### src/rtl/core/prq_pkg.sv
// ----------------------------------------------------------------------------
// Priority ready queue scheduler package
// Shared types, constants and opcodes for the scheduler core.
// ----------------------------------------------------------------------------
package prq_pkg;

   localparam int TaskSlots = 16;
   localparam int PriorityLevels = 32;
   localparam int SlotW = 4;
   localparam int LevelW = 5;

   typedef enum logic [1:0] {
      OP_CREATE   = 2'd0,
      OP_RESUME   = 2'd1,
      OP_SET_PRIO = 2'd2,
      OP_SCHEDULE = 2'd3
   } opcode_type;

   typedef enum logic [1:0] {
      STS_OK       = 2'd0,
      STS_FULL     = 2'd1,
      STS_BAD_PRIO = 2'd2,
      STS_UNKNOWN  = 2'd3
   } status_type;

   typedef enum logic [1:0] {
      TS_READY   = 2'd0,
      TS_RUNNING = 2'd1,
      TS_BLOCKED = 2'd2
   } task_state_type;

   typedef struct packed {
      logic [1:0] opcode;
      logic [3:0] task_id;
      logic [7:0] priority_req;
      logic       create_blocked;
   } req_type;

   typedef struct packed {
      logic [1:0]  status;
      logic [3:0]  result_task;
      logic [31:0] dispatch_total;
      logic [31:0] ready_levels;
   } rsp_type;

   typedef enum logic [3:0] {
      S_IDLE,
      S_DECODE,
      S_ENQ,
      S_SEARCH,
      S_DEQ,
      S_UNLINK,
      S_WALK,
      S_RELINK,
      S_DISPATCH,
      S_DONE
   } state_type;

endpackage

### src/rtl/core/prq_level_search.sv
// ----------------------------------------------------------------------------
// Level search unit
// Steps down from the top level one level per cycle to the highest set bit.
// ----------------------------------------------------------------------------
module prq_level_search (
   input  logic                       clock,
   input  logic                       reset,
   input  logic                       go,
   input  logic [31:0]                mask,
   output logic                       done,
   output logic [prq_pkg::LevelW-1:0] level
);
   import prq_pkg::*;

   logic                busy_ff, busy_in;
   logic [LevelW-1:0]   lvl_ff, lvl_in;

   always_comb begin
      busy_in = busy_ff;
      lvl_in  = lvl_ff;
      if (go) begin
         busy_in = 1'b1;
         lvl_in  = LevelW'(PriorityLevels - 1);
      end else if (busy_ff) begin
         if (mask[lvl_ff] || lvl_ff == '0) begin
            busy_in = 1'b0;
         end else begin
            lvl_in = lvl_ff - 1'b1;
         end
      end
   end

   assign done  = busy_ff && (mask[lvl_ff] || lvl_ff == '0);
   assign level = lvl_ff;

   always_ff @(posedge clock) begin
      if (reset) begin
         busy_ff <= 1'b0;
      end else begin
         busy_ff <= busy_in;
      end
      lvl_ff <= lvl_in;
   end
endmodule

### src/rtl/core/priority_ready_queue_scheduler.sv
// ----------------------------------------------------------------------------
// Priority ready queue scheduler: one FIFO list per level and a bitmap of levels.
// Create, resume and rejected commands: decode, an optional enqueue, then the strobe;
// schedule adds a level search and dispatch; set priority walks one link per cycle.
// Commands are taken one at a time, in idle only. Reset clears mask, slots, running task.
// ----------------------------------------------------------------------------
module priority_ready_queue_scheduler (
   input  logic             clock,
   input  logic             reset,
   input  logic             start,
   output logic             busy,
   input  prq_pkg::req_type req_cmd,
   output logic             rsp_strobe,
   output prq_pkg::rsp_type rsp_data
);
   import prq_pkg::*;

   state_type state_ff, state_in;
   req_type   cmd_ff, cmd_in;

   logic [31:0]       mask_ff, mask_in;
   logic [SlotW-1:0]  head_ff [PriorityLevels];
   logic [SlotW-1:0]  tail_ff [PriorityLevels];
   logic [SlotW-1:0]  next_ff [TaskSlots];
   logic [LevelW-1:0] tlvl_ff [TaskSlots];
   logic [1:0]        tsts_ff [TaskSlots];
   logic [31:0]       cnt_ff  [TaskSlots];
   logic [SlotW:0]    used_ff, used_in;
   logic [SlotW-1:0]  run_ff, run_in;
   logic              runv_ff, runv_in;

   // enqueue target and follow-up state
   logic [SlotW-1:0]  enq_ff, enq_in;
   state_type         after_ff, after_in;
   logic [SlotW-1:0]  cur_ff, cur_in;
   logic [SlotW-1:0]  pick_ff, pick_in;
   logic [4:0]        walk_ff, walk_in;
   logic [1:0]        sts_ff, sts_in;
   logic [SlotW-1:0]  res_ff, res_in;
   logic [31:0]       rcnt_ff, rcnt_in;

   logic              srch_go, srch_done;
   logic [LevelW-1:0] srch_lvl;

   prq_level_search u_search (
      .clock (clock), .reset (reset), .go (srch_go), .mask (mask_ff),
      .done (srch_done), .level (srch_lvl)
   );

   logic [LevelW-1:0] enq_lvl, ul_lvl;
   logic              id_ok, prio_ok;
   assign enq_lvl = tlvl_ff[enq_ff];
   assign ul_lvl  = tlvl_ff[cmd_ff.task_id];
   assign id_ok   = {1'b0, cmd_ff.task_id} < used_ff;
   assign prio_ok = cmd_ff.priority_req < 8'(PriorityLevels);

   // next-state logic
   always_comb begin
      state_in = state_ff;
      cmd_in   = cmd_ff;
      mask_in  = mask_ff;
      used_in  = used_ff;
      run_in   = run_ff;
      runv_in  = runv_ff;
      enq_in   = enq_ff;
      after_in = after_ff;
      cur_in   = cur_ff;
      pick_in  = pick_ff;
      walk_in  = walk_ff;
      sts_in   = sts_ff;
      res_in   = res_ff;
      rcnt_in  = rcnt_ff;
      srch_go  = 1'b0;
      case (state_ff)
         S_IDLE: begin
            if (start) begin
               cmd_in   = req_cmd;
               sts_in   = STS_OK;
               res_in   = '0;
               rcnt_in  = '0;
               state_in = S_DECODE;
            end
         end
         S_DECODE: begin
            after_in = S_DONE;
            state_in = S_DONE;
            case (opcode_type'(cmd_ff.opcode))
               OP_CREATE: begin
                  if (used_ff >= (SlotW+1)'(TaskSlots)) begin
                     sts_in = STS_FULL;
                  end else if (!prio_ok) begin
                     sts_in = STS_BAD_PRIO;
                  end else begin
                     used_in = used_ff + 1'b1;
                     res_in  = used_ff[SlotW-1:0];
                     enq_in  = used_ff[SlotW-1:0];
                     if (!cmd_ff.create_blocked) state_in = S_ENQ;
                  end
               end
               OP_RESUME: begin
                  if (!id_ok) begin
                     sts_in = STS_UNKNOWN;
                  end else if (tsts_ff[cmd_ff.task_id] == TS_BLOCKED) begin
                     enq_in   = cmd_ff.task_id;
                     state_in = S_ENQ;
                  end
               end
               OP_SET_PRIO: begin
                  if (!id_ok) begin
                     sts_in = STS_UNKNOWN;
                  end else if (!prio_ok) begin
                     sts_in = STS_BAD_PRIO;
                  end else if (tsts_ff[cmd_ff.task_id] == TS_READY) begin
                     state_in = S_UNLINK;
                  end
               end
               default: begin
                  after_in = S_SEARCH;
                  if (runv_ff && tsts_ff[run_ff] == TS_RUNNING) begin
                     enq_in   = run_ff;
                     state_in = S_ENQ;
                  end else begin
                     state_in = S_SEARCH;
                  end
               end
            endcase
         end
         S_ENQ: begin
            mask_in[enq_lvl] = 1'b1;
            state_in = after_ff;
         end
         S_SEARCH: begin
            if (mask_ff == '0) begin
               if (runv_ff) begin
                  pick_in  = run_ff;
                  state_in = S_DISPATCH;
               end else begin
                  sts_in   = STS_UNKNOWN;
                  state_in = S_DONE;
               end
            end else begin
               srch_go  = 1'b1;
               state_in = S_DEQ;
            end
         end
         S_DEQ: begin
            if (srch_done) begin
               pick_in = head_ff[srch_lvl];
               if (head_ff[srch_lvl] == tail_ff[srch_lvl]) mask_in[srch_lvl] = 1'b0;
               state_in = S_DISPATCH;
            end
         end
         S_DISPATCH: begin
            run_in   = pick_ff;
            runv_in  = 1'b1;
            res_in   = pick_ff;
            rcnt_in  = cnt_ff[pick_ff] + 32'd1;
            state_in = S_DONE;
         end
         S_UNLINK: begin
            cur_in   = head_ff[ul_lvl];
            walk_in  = '0;
            state_in = S_RELINK;
            if (mask_ff[ul_lvl]) begin
               if (head_ff[ul_lvl] == cmd_ff.task_id) begin
                  if (tail_ff[ul_lvl] == cmd_ff.task_id) mask_in[ul_lvl] = 1'b0;
               end else begin
                  state_in = S_WALK;
               end
            end
         end
         S_WALK: begin
            // advance one link per cycle looking for the predecessor
            if (cur_ff == tail_ff[ul_lvl] || walk_ff == 5'(TaskSlots)
                || next_ff[cur_ff] == cmd_ff.task_id) begin
               state_in = S_RELINK;
            end else begin
               cur_in  = next_ff[cur_ff];
               walk_in = walk_ff + 1'b1;
            end
         end
         S_RELINK: begin
            enq_in   = cmd_ff.task_id;
            after_in = S_DONE;
            state_in = S_ENQ;
         end
         S_DONE: begin
            state_in = S_IDLE;
         end
         default: state_in = S_IDLE;
      endcase
   end

   // table updates follow the same sequencing
   logic walk_hit;
   assign walk_hit = !(cur_ff == tail_ff[ul_lvl]) && walk_ff != 5'(TaskSlots)
                     && next_ff[cur_ff] == cmd_ff.task_id;

   always_ff @(posedge clock) begin
      case (state_ff)
         S_DECODE: begin
            if (cmd_ff.opcode == OP_CREATE && used_ff < (SlotW+1)'(TaskSlots) && prio_ok) begin
               tlvl_ff[used_ff[SlotW-1:0]] <= cmd_ff.priority_req[LevelW-1:0];
               cnt_ff[used_ff[SlotW-1:0]]  <= '0;
               next_ff[used_ff[SlotW-1:0]] <= '0;
               tsts_ff[used_ff[SlotW-1:0]] <= TS_BLOCKED;
            end
         end
         S_ENQ: begin
            tsts_ff[enq_ff] <= TS_READY;
            if (mask_ff[enq_lvl]) begin
               next_ff[tail_ff[enq_lvl]] <= enq_ff;
            end else begin
               head_ff[enq_lvl] <= enq_ff;
            end
            tail_ff[enq_lvl] <= enq_ff;
         end
         S_DEQ: begin
            if (srch_done && head_ff[srch_lvl] != tail_ff[srch_lvl])
               head_ff[srch_lvl] <= next_ff[head_ff[srch_lvl]];
         end
         S_DISPATCH: begin
            tsts_ff[pick_ff] <= TS_RUNNING;
            cnt_ff[pick_ff]  <= cnt_ff[pick_ff] + 32'd1;
         end
         S_UNLINK: begin
            if (mask_ff[ul_lvl] && head_ff[ul_lvl] == cmd_ff.task_id
                && tail_ff[ul_lvl] != cmd_ff.task_id)
               head_ff[ul_lvl] <= next_ff[cmd_ff.task_id];
         end
         S_WALK: begin
            if (walk_hit) begin
               if (tail_ff[ul_lvl] == cmd_ff.task_id) tail_ff[ul_lvl] <= cur_ff;
               else next_ff[cur_ff] <= next_ff[cmd_ff.task_id];
            end
         end
         S_RELINK: begin
            tlvl_ff[cmd_ff.task_id] <= cmd_ff.priority_req[LevelW-1:0];
         end
         default: ;
      endcase
      if (state_ff == S_DECODE && cmd_ff.opcode == OP_SET_PRIO && id_ok && prio_ok
          && tsts_ff[cmd_ff.task_id] != TS_READY)
         tlvl_ff[cmd_ff.task_id] <= cmd_ff.priority_req[LevelW-1:0];
   end

   always_ff @(posedge clock) begin
      if (reset) begin
         state_ff <= S_IDLE;
         mask_ff  <= '0;
         used_ff  <= '0;
         runv_ff  <= 1'b0;
      end else begin
         state_ff <= state_in;
         mask_ff  <= mask_in;
         used_ff  <= used_in;
         runv_ff  <= runv_in;
      end
      cmd_ff   <= cmd_in;
      run_ff   <= run_in;
      enq_ff   <= enq_in;
      after_ff <= after_in;
      cur_ff   <= cur_in;
      pick_ff  <= pick_in;
      walk_ff  <= walk_in;
      sts_ff   <= sts_in;
      res_ff   <= res_in;
      rcnt_ff  <= rcnt_in;
   end

   // output logic
   always_comb begin
      busy       = state_ff != S_IDLE;
      rsp_strobe = state_ff == S_DONE;
      rsp_data.status         = sts_ff;
      rsp_data.result_task    = res_ff;
      rsp_data.dispatch_total = rcnt_ff;
      rsp_data.ready_levels   = mask_ff;
   end

`ifndef SYNTHESIS
   a_strobe_busy: assert property (@(posedge clock) disable iff (reset)
      rsp_strobe |-> busy) else $error("strobe while idle");
   a_one_strobe: assert property (@(posedge clock) disable iff (reset)
      rsp_strobe |=> !rsp_strobe) else $error("double strobe");
   a_used_bound: assert property (@(posedge clock) disable iff (reset)
      used_ff <= (SlotW+1)'(TaskSlots)) else $error("slot count overflow");
   a_sched_ok: assert property (@(posedge clock) disable iff (reset)
      (rsp_strobe && cmd_ff.opcode == OP_SCHEDULE && sts_ff == STS_OK) |-> runv_ff)
      else $error("schedule ok without running task");
`endif
endmodule

### config.mk
export PLATFORM = sky130hd
export DESIGN_NAME = priority_ready_queue_scheduler
export DESIGN_NICKNAME = d
export VERILOG_FILES = /design/src/rtl/core/prq_pkg.sv /design/src/rtl/core/prq_level_search.sv /design/src/rtl/core/priority_ready_queue_scheduler.sv
export SDC_FILE = /design/constraint.sdc
export NUM_CORES = 2
export LEC_CHECK = 0
export ABC_CLOCK_PERIOD_IN_PS = 6400
export BUFFER_PORTS_ARGS = -buffer_cell sky130_fd_sc_hd__buf_2
export CAP_MARGIN = 0
export CORE_MARGIN = 4
export CORE_UTILIZATION = 50
export CTS_CLUSTER_DIAMETER = 30
export DETAILED_ROUTE_END_ITERATION = 8
export GPL_TIMING_DRIVEN = 0
export MAX_ROUTING_LAYER = met4
export PLACE_DENSITY_LB_ADDON = 0.2
export SYNTH_ARGS = -nofsm -noshare
export SYNTH_HDL_FRONTEND = slang
export SYNTH_SLANG_ARGS = --single-unit
### constraint.sdc
create_clock -name clock -period 6.4 [get_ports clock]
set_input_delay 0.64 -clock clock [delete_from_list [all_inputs] [get_ports clock]]
set_output_delay 0.64 -clock clock [all_outputs]
set_load 0.02 [all_outputs]
==> run_results.csv <==
group,metric,value,unit
setup_path,critPathRequiredTime,6.80,ns
cts,cts_root_buf,"clkbuf_16",
timing,setup_slack,-0.0294,ns
setup_path,cpPeakStageDelay,0.79,ns
floorplan,core,102000,µm²
cells_and_area,nets,3712,
route,drtAntennaViolNets,0,
placement,hpwlAfterDp,115,mm
timing,hold_slack,0.0459,ns
cells_and_area,mostFrequentLayoutCells,"edfxtp_1, mux4_2, nand2_1",
synthesis,syn_area,51400,µm²
cts,insertion_delay,0.81,ns
timing,fin_crit,6.43,ns
synthesis,synth_async_sr_flop_share,0,%
setup_path,path_buf_inv,3,
route,drt-vias-per-instance,6.62,
route,drt_iter0_markers,4792,
placement,place_ws,-0.716,ns
route,vias,34683,
timing,timing.final.hold_violations,0,
status,violations,"negative setup slack",
timing,slew_headroom,3.95,%
setup_path,cp_common_cell,"nor2_1",
timing,skew,0.0331,ns
cells_and_area,layout_commonest_cell,"edfxtp_1",
worst_hold_path,worstHoldStart,"req_cmd[10]",
floorplan,fp.dieH,329,µm
timing,setup_viol,8,
timing,worstMarginPinSlew,1.43,ns
cts,cts.clk_slew.worst_paths,0.05,ns
job,drv_cap,0,
floorplan,dieArea,108000,µm²
synthesis,avgSynthCellArea,15.5,µm²
floorplan,die_x,329,µm
setup_path,start_kind,"flop",
worst_hold_path,hold_class,"in -> reg",
cells_and_area,syn_to_final_growth,21.4,%
cells_and_area,fill_cells,7647,
grt,grt_max_degree,33,
cts,cts_buffer_depth,3,
floorplan,ios,90,
synthesis,synth_edf_count,1020,
setup_path,r2r-end,"tail_ff[18][3]",
synthesis,synth.yosys.seq_area_share,62.5,%
setup_path,critPathTopFamily,"compound AO/OA/AOI/OAI gates",
timing,slew_viol_final,0,
placement,port-buffer-count,89,
route,dr.pass1.iters,6,
grt,grt_first_pass_wirelength,239,mm
route,drt-wirelength-per-cell,31.6,µm
pwr,fin_total_pwr,23900,µW
setup_path,r2r_slack,-0.03,ns
cts,cts_tree,"done",
grt,grt_pass1_vias,34008,
cells_and_area,final_layout_size_suffix_gt1_share,26.8,%
floorplan,rows,117,
status,status,"finished, violations left",
synthesis,yosysWarningCount,0,
synthesis,synth.distinct_cells,92,
setup_path,crit_chain,"buf_6, clkbuf_1, nand3_1, a41oi_1, nor2_1, nor2_1, a32oi_1, o21ai_0, a211o_1, xnor2_1, nor4_1, or4_1, buf_2, o21bai_2, o22ai_1",
setup_path,crit_fanout,10,
grt,globalRouteTotalUtil,31.6,%
floorplan,initial_core_util,50.4,%
setup_path,critPathCaptureType,"flop",
timing,fmax,0.156,GHz
setup_path,slowest_stage,"nor2_1",
synthesis,ys_seq_elements,1093,
cts,cts_num_sinks,1093,
setup_path,cp.arrival,6.83,ns
route,drc,0,
synthesis,ys.flop_type,"edfxtp_1",
placement,finalWeightedCongestion,1.04,
pwr,p_per_area,384,nW/µm²
timing,rsz0062_at_grt,"yes",
worst_hold_path,hold_path_end,"cmd_ff[10]",
cts,cts_made_buffers,212,
synthesis,syn_inst,3323,
pwr,leakage,0.0205,µW
setup_path,worst-r2r-cell-count,15,
grt,antenna_found_initial,4,
synthesis,synth_nets,3357,
grt,grt-ovfl-total,0,
pwr,ir_worst_vdd,275,µV
setup_path,path_class,"reg -> reg",
worst_hold_path,min_path_cells,1,
cts,cts-htree-levels,4,
timing,post-route-period-util,100,%
route,routed_wl,165,mm
-- what timing repair did --
item	in CTS	in global routing
buffers inserted	11	2
hold buffers	7	0
endpoints found under the setup margin	472	486
hold endpoints to repair	7	0
pin swaps	4	2
resized for setup	21	26
-- layout make-up --
cell class,instances,area (µm²),area share [%]
antenna,4,10.0,0.0161
buffer,208,1110,1.79
clock buffer,230,5400,8.67
clock inverter,176,2140,3.44
inverter,46,173,0.277
multi-input combinational,1975,18400,29.5
sequential,1093,32100,51.5
tap,1368,1710,2.74
timing repair buffer,142,1300,2.08
-- cells in the mapped netlist (7+ instances only) --
| cell type | instances | area (µm²) |
|---|---|---|
| edfxtp_1 | 1020 | 30600 |
| mux4_2 | 323 | 7270 |
| nor2_1 | 237 | 890 |
| nand2_1 | 229 | 860 |
| mux2i_1 | 184 | 1840 |
| a21oi_1 | 122 | 611 |
| a211oi_1 | 107 | 803 |
| clkbuf_1 | 106 | 398 |
| nand3_1 | 85 | 425 |
| dfxtp_1 | 73 | 1460 |
| o21ai_0 | 69 | 345 |
| nor2b_1 | 61 | 382 |
| o22ai_1 | 55 | 344 |
| nor3_1 | 49 | 245 |
| inv_1 | 43 | 161 |
| buf_2 | 40 | 200 |
| mux2_2 | 32 | 360 |
| xnor2_1 | 30 | 263 |
| buf_1 | 27 | 101 |
| a32oi_1 | 24 | 210 |
| o32ai_1 | 24 | 210 |
| xor2_1 | 21 | 184 |
| a21boi_0 | 19 | 143 |
| nand4_1 | 17 | 106 |
| nor4_1 | 17 | 106 |
| buf_6 | 16 | 180 |
| ha_1 | 16 | 200 |
| nand2b_1 | 16 | 100 |
| a31oi_1 | 15 | 93.8 |
| and3_1 | 15 | 93.8 |
| or3_1 | 15 | 93.8 |
| a22oi_1 | 14 | 105 |
| o221ai_1 | 13 | 114 |
| and2_1 | 10 | 62.6 |
| nand3b_1 | 10 | 75.1 |
| o31ai_1 | 10 | 75.1 |
| buf_4 | 9 | 67.6 |
| mux4_1 | 9 | 236 |
| nor3b_1 | 8 | 60.1 |
| or2_2 | 8 | 50.1 |
| a21o_1 | 7 | 52.6 |
| o21a_1 | 7 | 52.6 |
-- through the flow --
step | cells | util [%] | instance area [µm²] | TNS [ns]
6_report | 5242 | 61.2 | 62400 | -0.114
5_1_grt | 5241 | 61.2 | 62400 | -0.917
4_1_cts | 5234 | 61.0 | 62200 | 0
3_5_place_dp | 4811 | 53.3 | 54300 | -181.87
3_3_place_gp | 4780 | 52.5 | 53500 | -897.91
2_1_floorplan | 3323 | - | 51400 | 0
-- registers in the layout, indices dropped and copies added (netlist names), 4 cells and up, named ones only --
register,flops
mask_ff,32
head_ff,128
tsts_ff,32
run_ff,4
tail_ff,128
cnt_ff,512
walk_ff,5
cmd_ff,15
next_ff,64
state_ff,4
used_ff,5
res_ff,4
enq_ff,4
pick_ff,4
u_search.level,5
cur_ff,4
rcnt_ff,32
tlvl_ff,80
-- cell families (layout without fill, tap and decap cells) --
| kind of cell | count (synthesis) | in the layout | synth area share (%) |
|---|---|---|---|
| other | 0 | 4 | 0 |
| muxes | 549 | 549 | 18.9 |
| adders and majority gates | 16 | 16 | 0.390 |
| buffers and inverters | 255 | 802 | 2.47 |
| DFF | 1093 | 1093 | 62.5 |
| xor gates and xnor gates | 53 | 53 | 0.933 |
| and+or+nand+nor | 806 | 806 | 7.49 |
| AOI/OAI and AO/OA | 551 | 551 | 7.34 |
-- report_power, final --
part | switching (µW) | internal, µW | leakage [µW]
combinational | 3020 | 1400 | 0.00720
clock | 4000 | 7460 | 0.00361
sequential | 87.3 | 7980 | 0.00968
total | 7110 | 16800 | 0.0205
-- worst max-delay path by stage --
stage | slack (ns) | from | depth (start not counted) | to
after global routing | -0.08 | flop | 16 | next_ff[6][3]
after floorplan | 0.82 | flop | 19 | head_ff[0][2]
final | -0.03 | flop | 15 | tail_ff[18][3]
after CTS | 0.005 | flop | 19 | head_ff[13][3]
after detailed placement | -0.72 | flop | 19 | head_ff[0][0]
after global placement | -3.76 | flop | 19 | head_ff[13][1]
-- layer usage --
| layer | share of wire (%) | vias to the layer above | wire length (µm) | track usage [%] |
|---|---|---|---|---|
| li1 | - | 14269 | - | - |
| met1 | 38 | 17514 | 62500 | 41.1 |
| met3 | 10 | 535 | 16700 | 6.99 |
| met4 | 5.5 | 0 | 9150 | 15.3 |
| met2 | 47 | 2365 | 77200 | 47.7 |
| met5 | 0 | - | 0 | - |
Power figures use the tool's default switching activity.
